===== config.mk =====
export PLATFORM = sky130hd
export DESIGN_NAME = emulated_memory_map_decoder
export DESIGN_NICKNAME = d
export VERILOG_FILES = /design/src/hw/rtl/emm_pkg.sv /design/src/hw/rtl/emulated_memory_map_decoder.sv /design/src/hw/rtl/emm_cfg.sv /design/src/hw/rtl/emm_compare.sv /design/src/hw/rtl/emm_select.sv
export VERILOG_INCLUDE_DIRS = /design/src /design/src/hw/rtl
export SDC_FILE = /design/constraint.sdc
export NUM_CORES = 1
export LEC_CHECK = 0
export BUFFER_PORTS_ARGS = -buffer_cell sky130_fd_sc_hd__clkbuf_2
export CORE_UTILIZATION = 42
export DETAILED_ROUTE_END_ITERATION = 8
export GPL_TIMING_DRIVEN = 1
export PLACE_DENSITY_LB_ADDON = 0.25
export SYNTH_ARGS = -nofsm -noshare
export SYNTH_HDL_FRONTEND = slang
export SYNTH_SLANG_ARGS = --single-unit

===== constraint.sdc =====
create_clock -name clk -period 4.85 [get_ports clk]
set_clock_uncertainty 0.15 [all_clocks]
set_input_delay 0.2425 -clock clk [delete_from_list [all_inputs] [get_ports clk]]
set_output_delay 0.2425 -clock clk [all_outputs]
set_load 0.01 [all_outputs]

===== src/hw/rtl/emulated_memory_map_decoder_defines.svh =====
// assertion macros used by the memory map decoder top level
`ifndef EMULATED_MEMORY_MAP_DECODER_DEFINES_SVH
`define EMULATED_MEMORY_MAP_DECODER_DEFINES_SVH

// same-cycle implication, checked outside reset
`define EMM_ASSERT_IMPLY(label, ante, cons, msg) \
  label: assert property (@(posedge clk) disable iff (!rst_n) (ante) |-> (cons)) \
    else $error(msg);

// delayed implication, timed to land at the pipeline output
`define EMM_ASSERT_LATENCY(label, ante, cons, msg) \
  label: assert property (@(posedge clk) disable iff (!rst_n) (ante) |-> ##3 (cons)) \
    else $error(msg);

`endif


===== src/hw/rtl/emm_pkg.sv =====
// shared types, constants and helpers of the memory map decoder
package emm_pkg;

  localparam logic [31:0] SOUND_BYTES       = 32'd740;
  localparam logic [2:0]  USER_PROGRAM_CODE = 3'd2;
  localparam logic [1:0]  KIND_FETCH        = 2'd2;

  localparam logic [15:0] HIGH_PAGE      = 16'hFFFF;
  localparam logic [31:0] ADDR24_MASK    = 32'h00FF_FFFF;
  localparam logic [15:0] ROM_PAGE       = 16'h0040;
  localparam logic [31:0] VECTOR_LIMIT   = 32'd1024;
  localparam logic [31:0] OS_LOW_LIMIT   = 32'd3072;
  localparam logic [10:0] OS_LOW_MASK    = 11'h7FF;
  localparam logic [10:0] OS_LOW_WINDOW  = 11'd1024;
  localparam logic [7:0]  VIA_PAGE       = 8'hEF;

  localparam logic [3:0] REGION_ALLOC      = 4'd0;
  localparam logic [3:0] REGION_SCREEN     = 4'd1;
  localparam logic [3:0] REGION_ALT_SCREEN = 4'd2;
  localparam logic [3:0] REGION_SOUND      = 4'd3;
  localparam logic [3:0] REGION_ROM        = 4'd4;
  localparam logic [3:0] REGION_OS_LOW     = 4'd5;
  localparam logic [3:0] REGION_LOW_MEM    = 4'd6;
  localparam logic [3:0] REGION_VIA        = 4'd7;
  localparam logic [3:0] REGION_CALLOUT    = 4'd8;
  localparam logic [3:0] REGION_DENIED     = 4'd9;

  localparam logic [2:0] CFG_ALLOC_START      = 3'd0;
  localparam logic [2:0] CFG_ALLOC_LIMIT      = 3'd1;
  localparam logic [2:0] CFG_MAIN_SCREEN_BASE = 3'd2;
  localparam logic [2:0] CFG_ALT_SCREEN_BASE  = 3'd3;
  localparam logic [2:0] CFG_SOUND_BASE       = 3'd4;
  localparam logic [2:0] CFG_SCREEN_BYTES     = 3'd5;
  localparam logic [2:0] CFG_LOW_MEMORY_BYTES = 3'd6;

  localparam logic [31:0] RST_ALLOC_START      = 32'h0000_0000;
  localparam logic [31:0] RST_ALLOC_LIMIT      = 32'h0000_0000;
  localparam logic [31:0] RST_MAIN_SCREEN_BASE = 32'h0001_A700;
  localparam logic [31:0] RST_ALT_SCREEN_BASE  = 32'h0001_2700;
  localparam logic [31:0] RST_SOUND_BASE       = 32'h0001_FD00;
  localparam logic [23:0] RST_SCREEN_BYTES     = 24'd21888;
  localparam logic [23:0] RST_LOW_MEMORY_BYTES = 24'd65536;

  typedef struct packed {
    logic [31:0] alloc_start;
    logic [31:0] alloc_limit;
    logic [31:0] main_screen_base;
    logic [31:0] alt_screen_base;
    logic [31:0] sound_base;
    logic [23:0] screen_bytes;
    logic [23:0] low_memory_bytes;
  } emm_cfg_t;

  typedef struct packed {
    logic [31:0] addr;
    logic [31:0] len;
    logic        user;
    logic        fetch;
  } emm_access_t;

  typedef struct packed {
    logic        alloc;
    logic        screen;
    logic        alt_screen;
    logic        sound;
    logic        rom;
    logic        os_low;
    logic        low_mem;
    logic        low_deny;
    logic        via;
    logic [31:0] addr;
    logic [31:0] screen_off;
    logic [31:0] alt_off;
    logic [31:0] sound_off;
  } emm_hits_t;

  // span end formed at 33 bits so it never wraps
  function automatic logic in_span(logic [31:0] a, logic [31:0] base, logic [31:0] size);
    logic [32:0] span_end;
    span_end = {1'b0, base} + {1'b0, size};
    return (a >= base) && ({1'b0, a} < span_end);
  endfunction

endpackage


===== src/hw/rtl/emulated_memory_map_decoder.sv =====
// top level of the emulated 68000 memory map decoder
// Takes one access per clock whenever start is high and busy is low; busy is
// high only while reset is held. Each access yields exactly one transaction on
// out_valid/out_region/out_offset, in order. The result reaches the ports once
// the access has passed the three register stages. It is shown for one cycle
// only and cannot be held off by the receiver. The register stages are: input
// capture with 24-bit address masking, the parallel region compares and offset
// subtractions, and the priority pick.
// Configuration writes take effect at the edge that writes them and should only
// be issued while no access is in flight.
`include "emulated_memory_map_decoder_defines.svh"

module emulated_memory_map_decoder import emm_pkg::*; (
  input  logic        clk,
  input  logic        rst_n,
  input  logic        start,
  output logic        busy,
  input  logic [31:0] in_address,
  input  logic [31:0] in_span_length,
  input  logic [2:0]  in_function_code,
  input  logic [1:0]  in_access_kind,
  output logic        out_valid,
  output logic [3:0]  out_region,
  output logic [31:0] out_offset,
  input  logic        cfg_we,
  input  logic [2:0]  cfg_index,
  input  logic [31:0] cfg_data
);

  emm_cfg_t    cfg;
  logic        acc_valid_r;
  emm_access_t acc_r;
  emm_access_t acc_nxt;
  logic        hits_valid;
  emm_hits_t   hits;
  logic        out_denied;

  assign busy = !rst_n;

  always_comb begin
    acc_nxt.addr  = (in_address[31:16] == HIGH_PAGE) ? in_address
                                                     : (in_address & ADDR24_MASK);
    acc_nxt.len   = in_span_length;
    acc_nxt.user  = (in_function_code <= USER_PROGRAM_CODE);
    acc_nxt.fetch = (in_access_kind == KIND_FETCH);
  end

  always_ff @(posedge clk) begin
    if (!rst_n) begin
      acc_valid_r <= 1'b0;
    end else begin
      acc_valid_r <= start && !busy;
    end
  end

  always_ff @(posedge clk) begin
    acc_r <= acc_nxt;
  end

  emm_cfg u_cfg (
    .clk       (clk),
    .rst_n     (rst_n),
    .cfg_we    (cfg_we),
    .cfg_index (cfg_index),
    .cfg_data  (cfg_data),
    .cfg       (cfg)
  );

  emm_compare u_compare (
    .clk        (clk),
    .rst_n      (rst_n),
    .acc_valid  (acc_valid_r),
    .acc        (acc_r),
    .cfg        (cfg),
    .hits_valid (hits_valid),
    .hits       (hits)
  );

  emm_select u_select (
    .clk        (clk),
    .rst_n      (rst_n),
    .hits_valid (hits_valid),
    .hits       (hits),
    .out_valid  (out_valid),
    .out_region (out_region),
    .out_offset (out_offset)
  );

  assign out_denied = out_valid && (out_region == REGION_DENIED);

  `EMM_ASSERT_LATENCY(a_one_result_per_access, start && !busy, out_valid, "access without result")
  `EMM_ASSERT_IMPLY(a_denied_zero_offset, out_denied, out_offset == '0, "denied with offset")
  `EMM_ASSERT_IMPLY(a_region_in_range, out_valid, out_region <= REGION_DENIED, "region out of range")
  `EMM_ASSERT_IMPLY(a_stage_valid_chain, out_valid, $past(hits_valid), "orphan result")

endmodule


===== src/hw/rtl/emm_cfg.sv =====
// configuration register file of the memory map decoder
module emm_cfg import emm_pkg::*; (
  input  logic        clk,
  input  logic        rst_n,
  input  logic        cfg_we,
  input  logic [2:0]  cfg_index,
  input  logic [31:0] cfg_data,
  output emm_cfg_t    cfg
);

  emm_cfg_t cfg_r;
  emm_cfg_t cfg_nxt;

  always_comb begin
    cfg_nxt = cfg_r;
    if (cfg_we) begin
      unique case (cfg_index)
        CFG_ALLOC_START:      cfg_nxt.alloc_start      = cfg_data;
        CFG_ALLOC_LIMIT:      cfg_nxt.alloc_limit      = cfg_data;
        CFG_MAIN_SCREEN_BASE: cfg_nxt.main_screen_base = cfg_data;
        CFG_ALT_SCREEN_BASE:  cfg_nxt.alt_screen_base  = cfg_data;
        CFG_SOUND_BASE:       cfg_nxt.sound_base       = cfg_data;
        CFG_SCREEN_BYTES:     cfg_nxt.screen_bytes     = cfg_data[23:0];
        CFG_LOW_MEMORY_BYTES: cfg_nxt.low_memory_bytes = cfg_data[23:0];
        default:              cfg_nxt = cfg_r;
      endcase
    end
  end

  always_ff @(posedge clk) begin
    if (!rst_n) begin
      cfg_r.alloc_start      <= RST_ALLOC_START;
      cfg_r.alloc_limit      <= RST_ALLOC_LIMIT;
      cfg_r.main_screen_base <= RST_MAIN_SCREEN_BASE;
      cfg_r.alt_screen_base  <= RST_ALT_SCREEN_BASE;
      cfg_r.sound_base       <= RST_SOUND_BASE;
      cfg_r.screen_bytes     <= RST_SCREEN_BYTES;
      cfg_r.low_memory_bytes <= RST_LOW_MEMORY_BYTES;
    end else begin
      cfg_r <= cfg_nxt;
    end
  end

  assign cfg = cfg_r;

endmodule


===== src/hw/rtl/emm_compare.sv =====
// second stage: region range compares and base-relative offsets
module emm_compare import emm_pkg::*; (
  input  logic        clk,
  input  logic        rst_n,
  input  logic        acc_valid,
  input  emm_access_t acc,
  input  emm_cfg_t    cfg,
  output logic        hits_valid,
  output emm_hits_t   hits
);

  logic        valid_r;
  emm_hits_t   hits_r;
  emm_hits_t   hits_nxt;
  logic [31:0] low_bytes;
  logic [31:0] low_room;

  always_comb begin
    low_bytes = {8'b0, cfg.low_memory_bytes};
    low_room  = low_bytes - acc.len;

    hits_nxt.addr       = acc.addr;
    hits_nxt.alloc      = (acc.addr >= cfg.alloc_start) && (acc.addr < cfg.alloc_limit);
    hits_nxt.screen     = in_span(acc.addr, cfg.main_screen_base, {8'b0, cfg.screen_bytes});
    hits_nxt.alt_screen = in_span(acc.addr, cfg.alt_screen_base, {8'b0, cfg.screen_bytes});
    hits_nxt.sound      = in_span(acc.addr, cfg.sound_base, SOUND_BYTES);
    hits_nxt.rom        = (acc.addr[31:16] == ROM_PAGE);
    hits_nxt.os_low     = (acc.addr < OS_LOW_LIMIT)
                        && ((acc.addr[10:0] & OS_LOW_MASK) < OS_LOW_WINDOW)
                        && acc.user && !acc.fetch;
    hits_nxt.low_mem    = (acc.addr < low_bytes);
    hits_nxt.low_deny   = ((acc.addr < VECTOR_LIMIT) && (acc.user || acc.fetch))
                        || (acc.len > low_bytes) || (acc.addr > low_room);
    hits_nxt.via        = (acc.addr[23:16] == VIA_PAGE);
    hits_nxt.screen_off = acc.addr - cfg.main_screen_base;
    hits_nxt.alt_off    = acc.addr - cfg.alt_screen_base;
    hits_nxt.sound_off  = acc.addr - cfg.sound_base;
  end

  always_ff @(posedge clk) begin
    if (!rst_n) begin
      valid_r <= 1'b0;
    end else begin
      valid_r <= acc_valid;
    end
  end

  always_ff @(posedge clk) begin
    hits_r <= hits_nxt;
  end

  assign hits_valid = valid_r;
  assign hits       = hits_r;

endmodule


===== src/hw/rtl/emm_select.sv =====
// third stage: priority pick of region and offset
module emm_select import emm_pkg::*; (
  input  logic        clk,
  input  logic        rst_n,
  input  logic        hits_valid,
  input  emm_hits_t   hits,
  output logic        out_valid,
  output logic [3:0]  out_region,
  output logic [31:0] out_offset
);

  logic        valid_r;
  logic [3:0]  region_r;
  logic [3:0]  region_nxt;
  logic [31:0] offset_r;
  logic [31:0] offset_nxt;

  always_comb begin
    region_nxt = REGION_CALLOUT;
    offset_nxt = hits.addr;
    priority if (hits.alloc) begin
      region_nxt = REGION_ALLOC;
    end else if (hits.screen) begin
      region_nxt = REGION_SCREEN;
      offset_nxt = hits.screen_off;
    end else if (hits.alt_screen) begin
      region_nxt = REGION_ALT_SCREEN;
      offset_nxt = hits.alt_off;
    end else if (hits.sound) begin
      region_nxt = REGION_SOUND;
      offset_nxt = hits.sound_off;
    end else if (hits.rom) begin
      region_nxt = REGION_ROM;
    end else if (hits.os_low) begin
      region_nxt = REGION_OS_LOW;
    end else if (hits.low_mem && hits.low_deny) begin
      region_nxt = REGION_DENIED;
      offset_nxt = '0;
    end else if (hits.low_mem) begin
      region_nxt = REGION_LOW_MEM;
    end else if (hits.via) begin
      region_nxt = REGION_VIA;
    end else begin
      region_nxt = REGION_CALLOUT;
    end
  end

  always_ff @(posedge clk) begin
    if (!rst_n) begin
      valid_r <= 1'b0;
    end else begin
      valid_r <= hits_valid;
    end
  end

  always_ff @(posedge clk) begin
    region_r <= region_nxt;
    offset_r <= offset_nxt;
  end

  assign out_valid  = valid_r;
  assign out_region = region_r;
  assign out_offset = offset_r;

endmodule

==> After elaboration in Yosys (flattened, before gate mapping) <==
Cells that the tools add are included.
Widths: inputs -> output; s select.
{ "word_totals": {"ff_bits": 450} }
{ "op_classes": {"n_mux": 15, "n_lt_le_gt_ge": 15, "n_reduce_logical": 26, "addsub": 7, "n_eq_ne": 10} }
{ "op_table": {"columns": ["op", "count"], "rows": [
  ["$mux 32", 7],
  ["$ge 32x32->1", 4],
  ["$lt 32x33->1", 3],
  ["$sub 32x32->32", 3],
  ["$add 32x24->33", 2],
  ["$add 32x10->33 const B", 1],
  ["$gt 32x24->1", 1],
  ["$gt 32x32->1", 1],
  ["$lt 32x11->1 const B", 1],
  ["$lt 32x12->1 const B", 1],
  ["$lt 32x24->1", 1],
  ["$lt 32x32->1", 1],
  ["$sub 24x32->32", 1],
  ["$eq 16x16->1 const B", 1],
  ["$eq 16x7->1 const B", 1],
  ["$reduce_and 2->1", 7],
  ["$mux 4", 3],
  ["$lt 11x11->1 const B", 1],
  ["$logic_and 1x1->1", 10],
  ["$eq 3x3->1 const B", 3],
  ["$eq 8x8->1 const B", 1],
  ["$eq 3x2->1 const B", 2],
  ["$mux 3", 2],
  ["$reduce_or 6->1", 1],
  ["10 further kinds", 14]
]} }

==> Depth between registers and ports, before layout <==
{ "logic_depth": {"ltp_word": 8, "ltp_mapped": 21} }

==> Cells and area by module <==
From an unflattened synthesis, not the netlist that was laid out.
{ "hier_totals": {"hier_cells": 3175, "area_unflattened_um2": 28542.4} }
{ "modules_own_cells": {"columns": ["module", "seq_area_each_um2", "cells_per_inst", "n_inst", "area_each_um2"], "rows": [
  ["emm_compare", 2762.6, 2149, 1, 17272.8],
  ["emm_cfg", 4164.0, 730, 1, 7706.1],
  ["emm_select", 740.7, 213, 1, 2089.5],
  ["emulated_memory_map_decoder", 1341.3, 83, 1, 1473.9]
]} }

==> Least setup slack after synthesis <==
No wires, ideal clock.
{ "synth_timing": {"path_type": "register to register", "start": "register u_cfg.cfg_r (netlist bit u_cfg.cfg[0])", "end": "register u_compare.hits_r (netlist bit u_compare.hits[129])", "required_time_ns": 4.580, "path_stages_with_launch": 21, "path_slack_ns": -0.228, "path_buffers": 0, "setup_ns": 0.120, "t_arrival_ns": 4.808, "cell_sequence": "dfxtp_1 inv_1 ha_1 fa_1 nor2b_1 o31a_1 nor3_1 o211ai_1 a21oi_1 a211oi_1 a221o_1 nand2_1 xnor2_1 ha_1 nand4_1 or2_4 nor4_4 nand2_1 or4_1 or4_1 a211o_1"} }
{ "synth_lines": {"columns": ["item", "line", "rtl"], "rows": [
  ["from (decl)", "emm_cfg.sv:11", "emm_cfg_t cfg_r;"],
  ["from (signal assigned)", "emm_cfg.sv:40", "cfg_r <= cfg_nxt;"],
  ["to (signal assigned)", "emm_compare.sv:49", "hits_r <= hits_nxt;"],
  ["to (decl)", "emm_compare.sv:13", "emm_hits_t hits_r;"]
]} }

==> results.sh <==
export IMPL_routedWlPerCell_um=17.9
export IMPL_drt_initial_drc_count=1748
export IMPL_rows=93
export IMPL_grt_pass1_wl_mm=129
export IMPL_pin_count=146
export IMPL_synthesis_area_mm2=0.0275
export IMPL_vias=24635
export IMPL_critical_path_endpoint_type="register"
export IMPL_cts_tree="done"
export IMPL_vdd_drop_max_uv=319
export IMPL_fin_cells=4590
export IMPL_die_w_um=258
export IMPL_cts_buffers=50
export IMPL_synthDistinctLibCells=69
export IMPL_synth_edf_count=0
export IMPL_fillerInstances=6214
export IMPL_clkLatencyLatePin_ns=0.61
export IMPL_syn_area_per_cell_um2=8.11
export IMPL_drt_pass1_iter_count=5
export IMPL_htreeDepth=2
export IMPL_worst_ep_arrival_time_ns=5.12
export IMPL_grt_max_degree=76
export IMPL_maxSlewHeadroom_pct=23.0
export IMPL_hold_violations=0
export IMPL_p_int_uw=7350
export IMPL_vias_per_cell=5.37
export IMPL_ys_flop_type="dfxtp_1"
export IMPL_cts_root_buf="clkbuf_16"
export IMPL_synth_seq_cells=450
export IMPL_coreArea_mm2=0.0645
export IMPL_fin_crit_sh_pct=98.4
export IMPL_initial_core_util_pct=42.6
export IMPL_slew_violations=0
export IMPL_fmax_mhz=210
export IMPL_switching_share_pct=28.4
export IMPL_finish_utilization_pct=50.8
export IMPL_yosysSeqAreaShare_pct=32.8
export IMPL_critPathKind="reg -> reg"
export IMPL_powerDensity_mw_per_mm2=314
export IMPL_rsz0062_at_grt="true"
export IMPL_die_area_mm2=0.0664
export IMPL_yosysWarnings=0
export IMPL_cts_buffer_depth=3
export IMPL_path_clk_slew_ns=0.07
export IMPL_fin_crit_ns=4.77
export IMPL_grt_overflow=0
export IMPL_syn2layout_area_growth_pct=19.2
export IMPL_drcViolationCount=0
export IMPL_drt_total_wl_mm=82.1
export IMPL_comb_power_share_pct=18.4
export IMPL_power_frac_seq_pct=40.4
export IMPL_nets=4188
export IMPL_grt_pass1_vias=23696
export IMPL_drtAntennaViolNets=0
export IMPL_p_leak_uw=0.0140
export IMPL_p_switching_uw=2910
export IMPL_worstPathRequired_ns=5.19
export IMPL_portBuffers=145
export IMPL_die_h_um=258
export IMPL_drive_gt1_share_pct=10.6
export IMPL_routabilityCongestion=0.931
export IMPL_worst_pin_slew_ns=1.15
export IMPL_synth_cells=3387
export IMPL_cp_start_kind="register"
export IMPL_synthArstFlopShare_pct=0
export IMPL_finalSetupViolations=0
export IMPL_track_usage_pct=24.4
export IMPL_syn_num_nets=3880
export IMPL_cap_violations=0
export IMPL_status="finished, final reports clean"
export IMPL_cts_sinks=450
export IMPL_worst_path_max_fanout=4
export IMPL_antenna_found_initial=2
export IMPL_pwr_share_clk_pct=41.1
export IMPL_hold_class="in -> reg"
export IMPL_hpwl_mm=63.3
export IMPL_dpl_cell_count=4396
worst max-delay path: stages, from the launching register on:
cell and delay, ns:
dfxtp_1 0.31, inv_1 0.04, ha_1 0.30, a41oi_2 0.19
o21ai_1 0.11, a21oi_2 0.20, a21boi_4 0.25, o21ai_2 0.09
o41a_1 0.35, a221o_1 0.37, nand3b_1 0.12, xnor2_1 0.08
ha_1 0.28, nand4_1 0.11, or2_4 0.27, nor4_4 0.15
nand2_1 0.10, or4_4 0.49, or4_4 0.42, a211o_1 0.27
power by group through the flow:
| stage | clock [uW] | combinational [uW] | sequential, uW |
|---|---|---|---|
| 6_report | 4220 | 1890 | 4150 |
| 2_1_floorplan | 0 | 1160 | 4220 |
| 5_1_grt | 4450 | 2120 | 4180 |
| 3_3_place_gp | 0 | 1790 | 4240 |
| 3_5_place_dp | 0 | 1820 | 4230 |
| 4_1_cts | 4300 | 1890 | 4150 |
Yosys cell counts (18+ instances only):
| master | n | area (um^2) |
|---|---|---|
| o211ai_1 | 40 | 300 |
| nor4_1 | 23 | 144 |
| xor2_1 | 61 | 534 |
| nor2_1 | 179 | 672 |
| nor2b_1 | 26 | 163 |
| dfxtp_1 | 450 | 9010 |
| o21a_1 | 40 | 300 |
| a31oi_1 | 23 | 144 |
| and3_1 | 18 | 113 |
| nand2b_1 | 40 | 250 |
| clkbuf_1 | 95 | 357 |
| o21ai_0 | 135 | 676 |
| xnor2_1 | 130 | 1140 |
| inv_1 | 245 | 920 |
| a22oi_1 | 33 | 248 |
| ha_1 | 379 | 4740 |
| a21oi_1 | 443 | 2220 |
| nand4_1 | 59 | 369 |
| a21o_1 | 126 | 946 |
| nand3_1 | 43 | 215 |
| o21bai_1 | 22 | 165 |
| nand2_1 | 539 | 2020 |
| a211oi_1 | 25 | 188 |
| nor3_1 | 44 | 220 |
repair_timing:
item                                    CTS  global route
hold buffers                             98             0
endpoints found under the setup margin    2             2
pin swaps                                18            11
buffers inserted                          2             2
gates resized for setup                  12            12
hold endpoints to repair                275             0
state kept, by name (all words and copies together), names as in the netlist:
| signal | flops |
|---|---|
| u_select.out_valid | 1 |
| u_select.out_offset | 32 |
| u_compare.hits | 137 |
| acc_valid_r | 1 |
| u_compare.hits_valid | 1 |
| acc_r | 66 |
| u_select.out_region | 4 |
| u_cfg.cfg | 208 |
routing by layer:
| metal | part of all wire (%) | global-route usage [%] | routed length (um) | up-vias |
|---|---|---|---|---|
| li1 | - | - | - | 12537 |
| met1 | 47 | 34.0 | 38900 | 11376 |
| met2 | 44 | 39.5 | 36500 | 603 |
| met3 | 5.5 | 2.89 | 4490 | 117 |
| met4 | 2.7 | 6.85 | 2190 | 2 |
| met5 | 0.016 | 0 | 13 | - |
logic make-up (layout without fill, tap and decap cells):
kind of cell    Yosys count  after routing  synth area share, %
xor+xnor                191            191                 6.09
compound gates          982            982                 21.8
buf+inv                 349            696                 4.79
flops                   450            450                 32.8
fa+ha+maj               385            385                 17.7
simple gates           1030           1030                 16.8
other cells               0              1                    0
path summary, 6_finish.rpt:
check	start	endpoint	slack, ns	cells past startpoint
worst max-delay path	acc_r[9]$_DFF_P_	u_compare.hits[129]$_DFF_P_	0.08	19
worst min-delay path	in_span_length[6]	acc_r[8]$_DFF_P_	0.12	2
worst max register to register	acc_r[9]$_DFF_P_	u_compare.hits[129]$_DFF_P_	0.08	19
worst min register to register	acc_valid_r$_SDFF_PN0_	u_compare.hits_valid$_SDFF_PN0_	0.28	1
area by class of cell:
type                            instances  area, um^2  share of cell area [%]
Clock inverter                         29         408                    1.25
Timing Repair Buffer                  360        2600                    7.94
Clock buffer                           62        1430                    4.37
Tap cell                              855        1070                    3.27
Antenna cell                            1        2.50                 0.00765
Multi-Input combinational cell       2588       17300                    52.8
Sequential cell                       450        9020                    27.5
Inverter                              245         925                    2.83
through the flow:
stage | power [uW] | setup WS [ns] | area (um^2) | TNS, ns | hold slack, ns
CTS | 10300 | -0.00563 | 32700 | -0.00563 | 0.0899
detailed placement | 6050 | -0.357 | 29800 | -0.357 | 0.196
global placement | 6030 | -0.280 | 29800 | -0.280 | 0.195
floorplan | 5380 | 0.0375 | 27500 | 0 | 0.120
finish | 10300 | 0.0773 | 32700 | 0 | 0.117
global route | 10700 | -0.192 | 32700 | -0.192 | 0.107
cells in the final DEF, fill, tap and decap left out, types with 8 or more instances in the layout:
master	netlist	layout
nand3_1	43	42
nand2b_1	40	40
a31oi_1	23	22
bufinv_16	0	9
o31ai_1	9	9
dfxtp_1	450	444
a211o_1	10	10
a22oi_1	33	33
and3_1	18	18
and2_1	16	16
nor2_1	179	176
o211ai_1	40	40
clkinv_2	0	8
o21ai_0	135	132
nand4_1	59	59
a21o_1	126	126
o21a_1	40	40
a211oi_1	25	22
dlygate4sd3_1	0	98
nand2_1	539	539
inv_1	245	243
clkinvlp_4	0	8
clkbuf_2	0	145
nor3_1	44	41
a21boi_0	8	8
o21bai_1	22	22
a21oi_1	443	441
or3_1	8	8
nor4_1	23	23
ha_1	379	376
xnor2_1	130	130
xor2_1	61	61
clkbuf_16	0	53
buf_4	0	116
nor2b_1	26	25
Note: power is estimated with default switching activity, not from simulation.
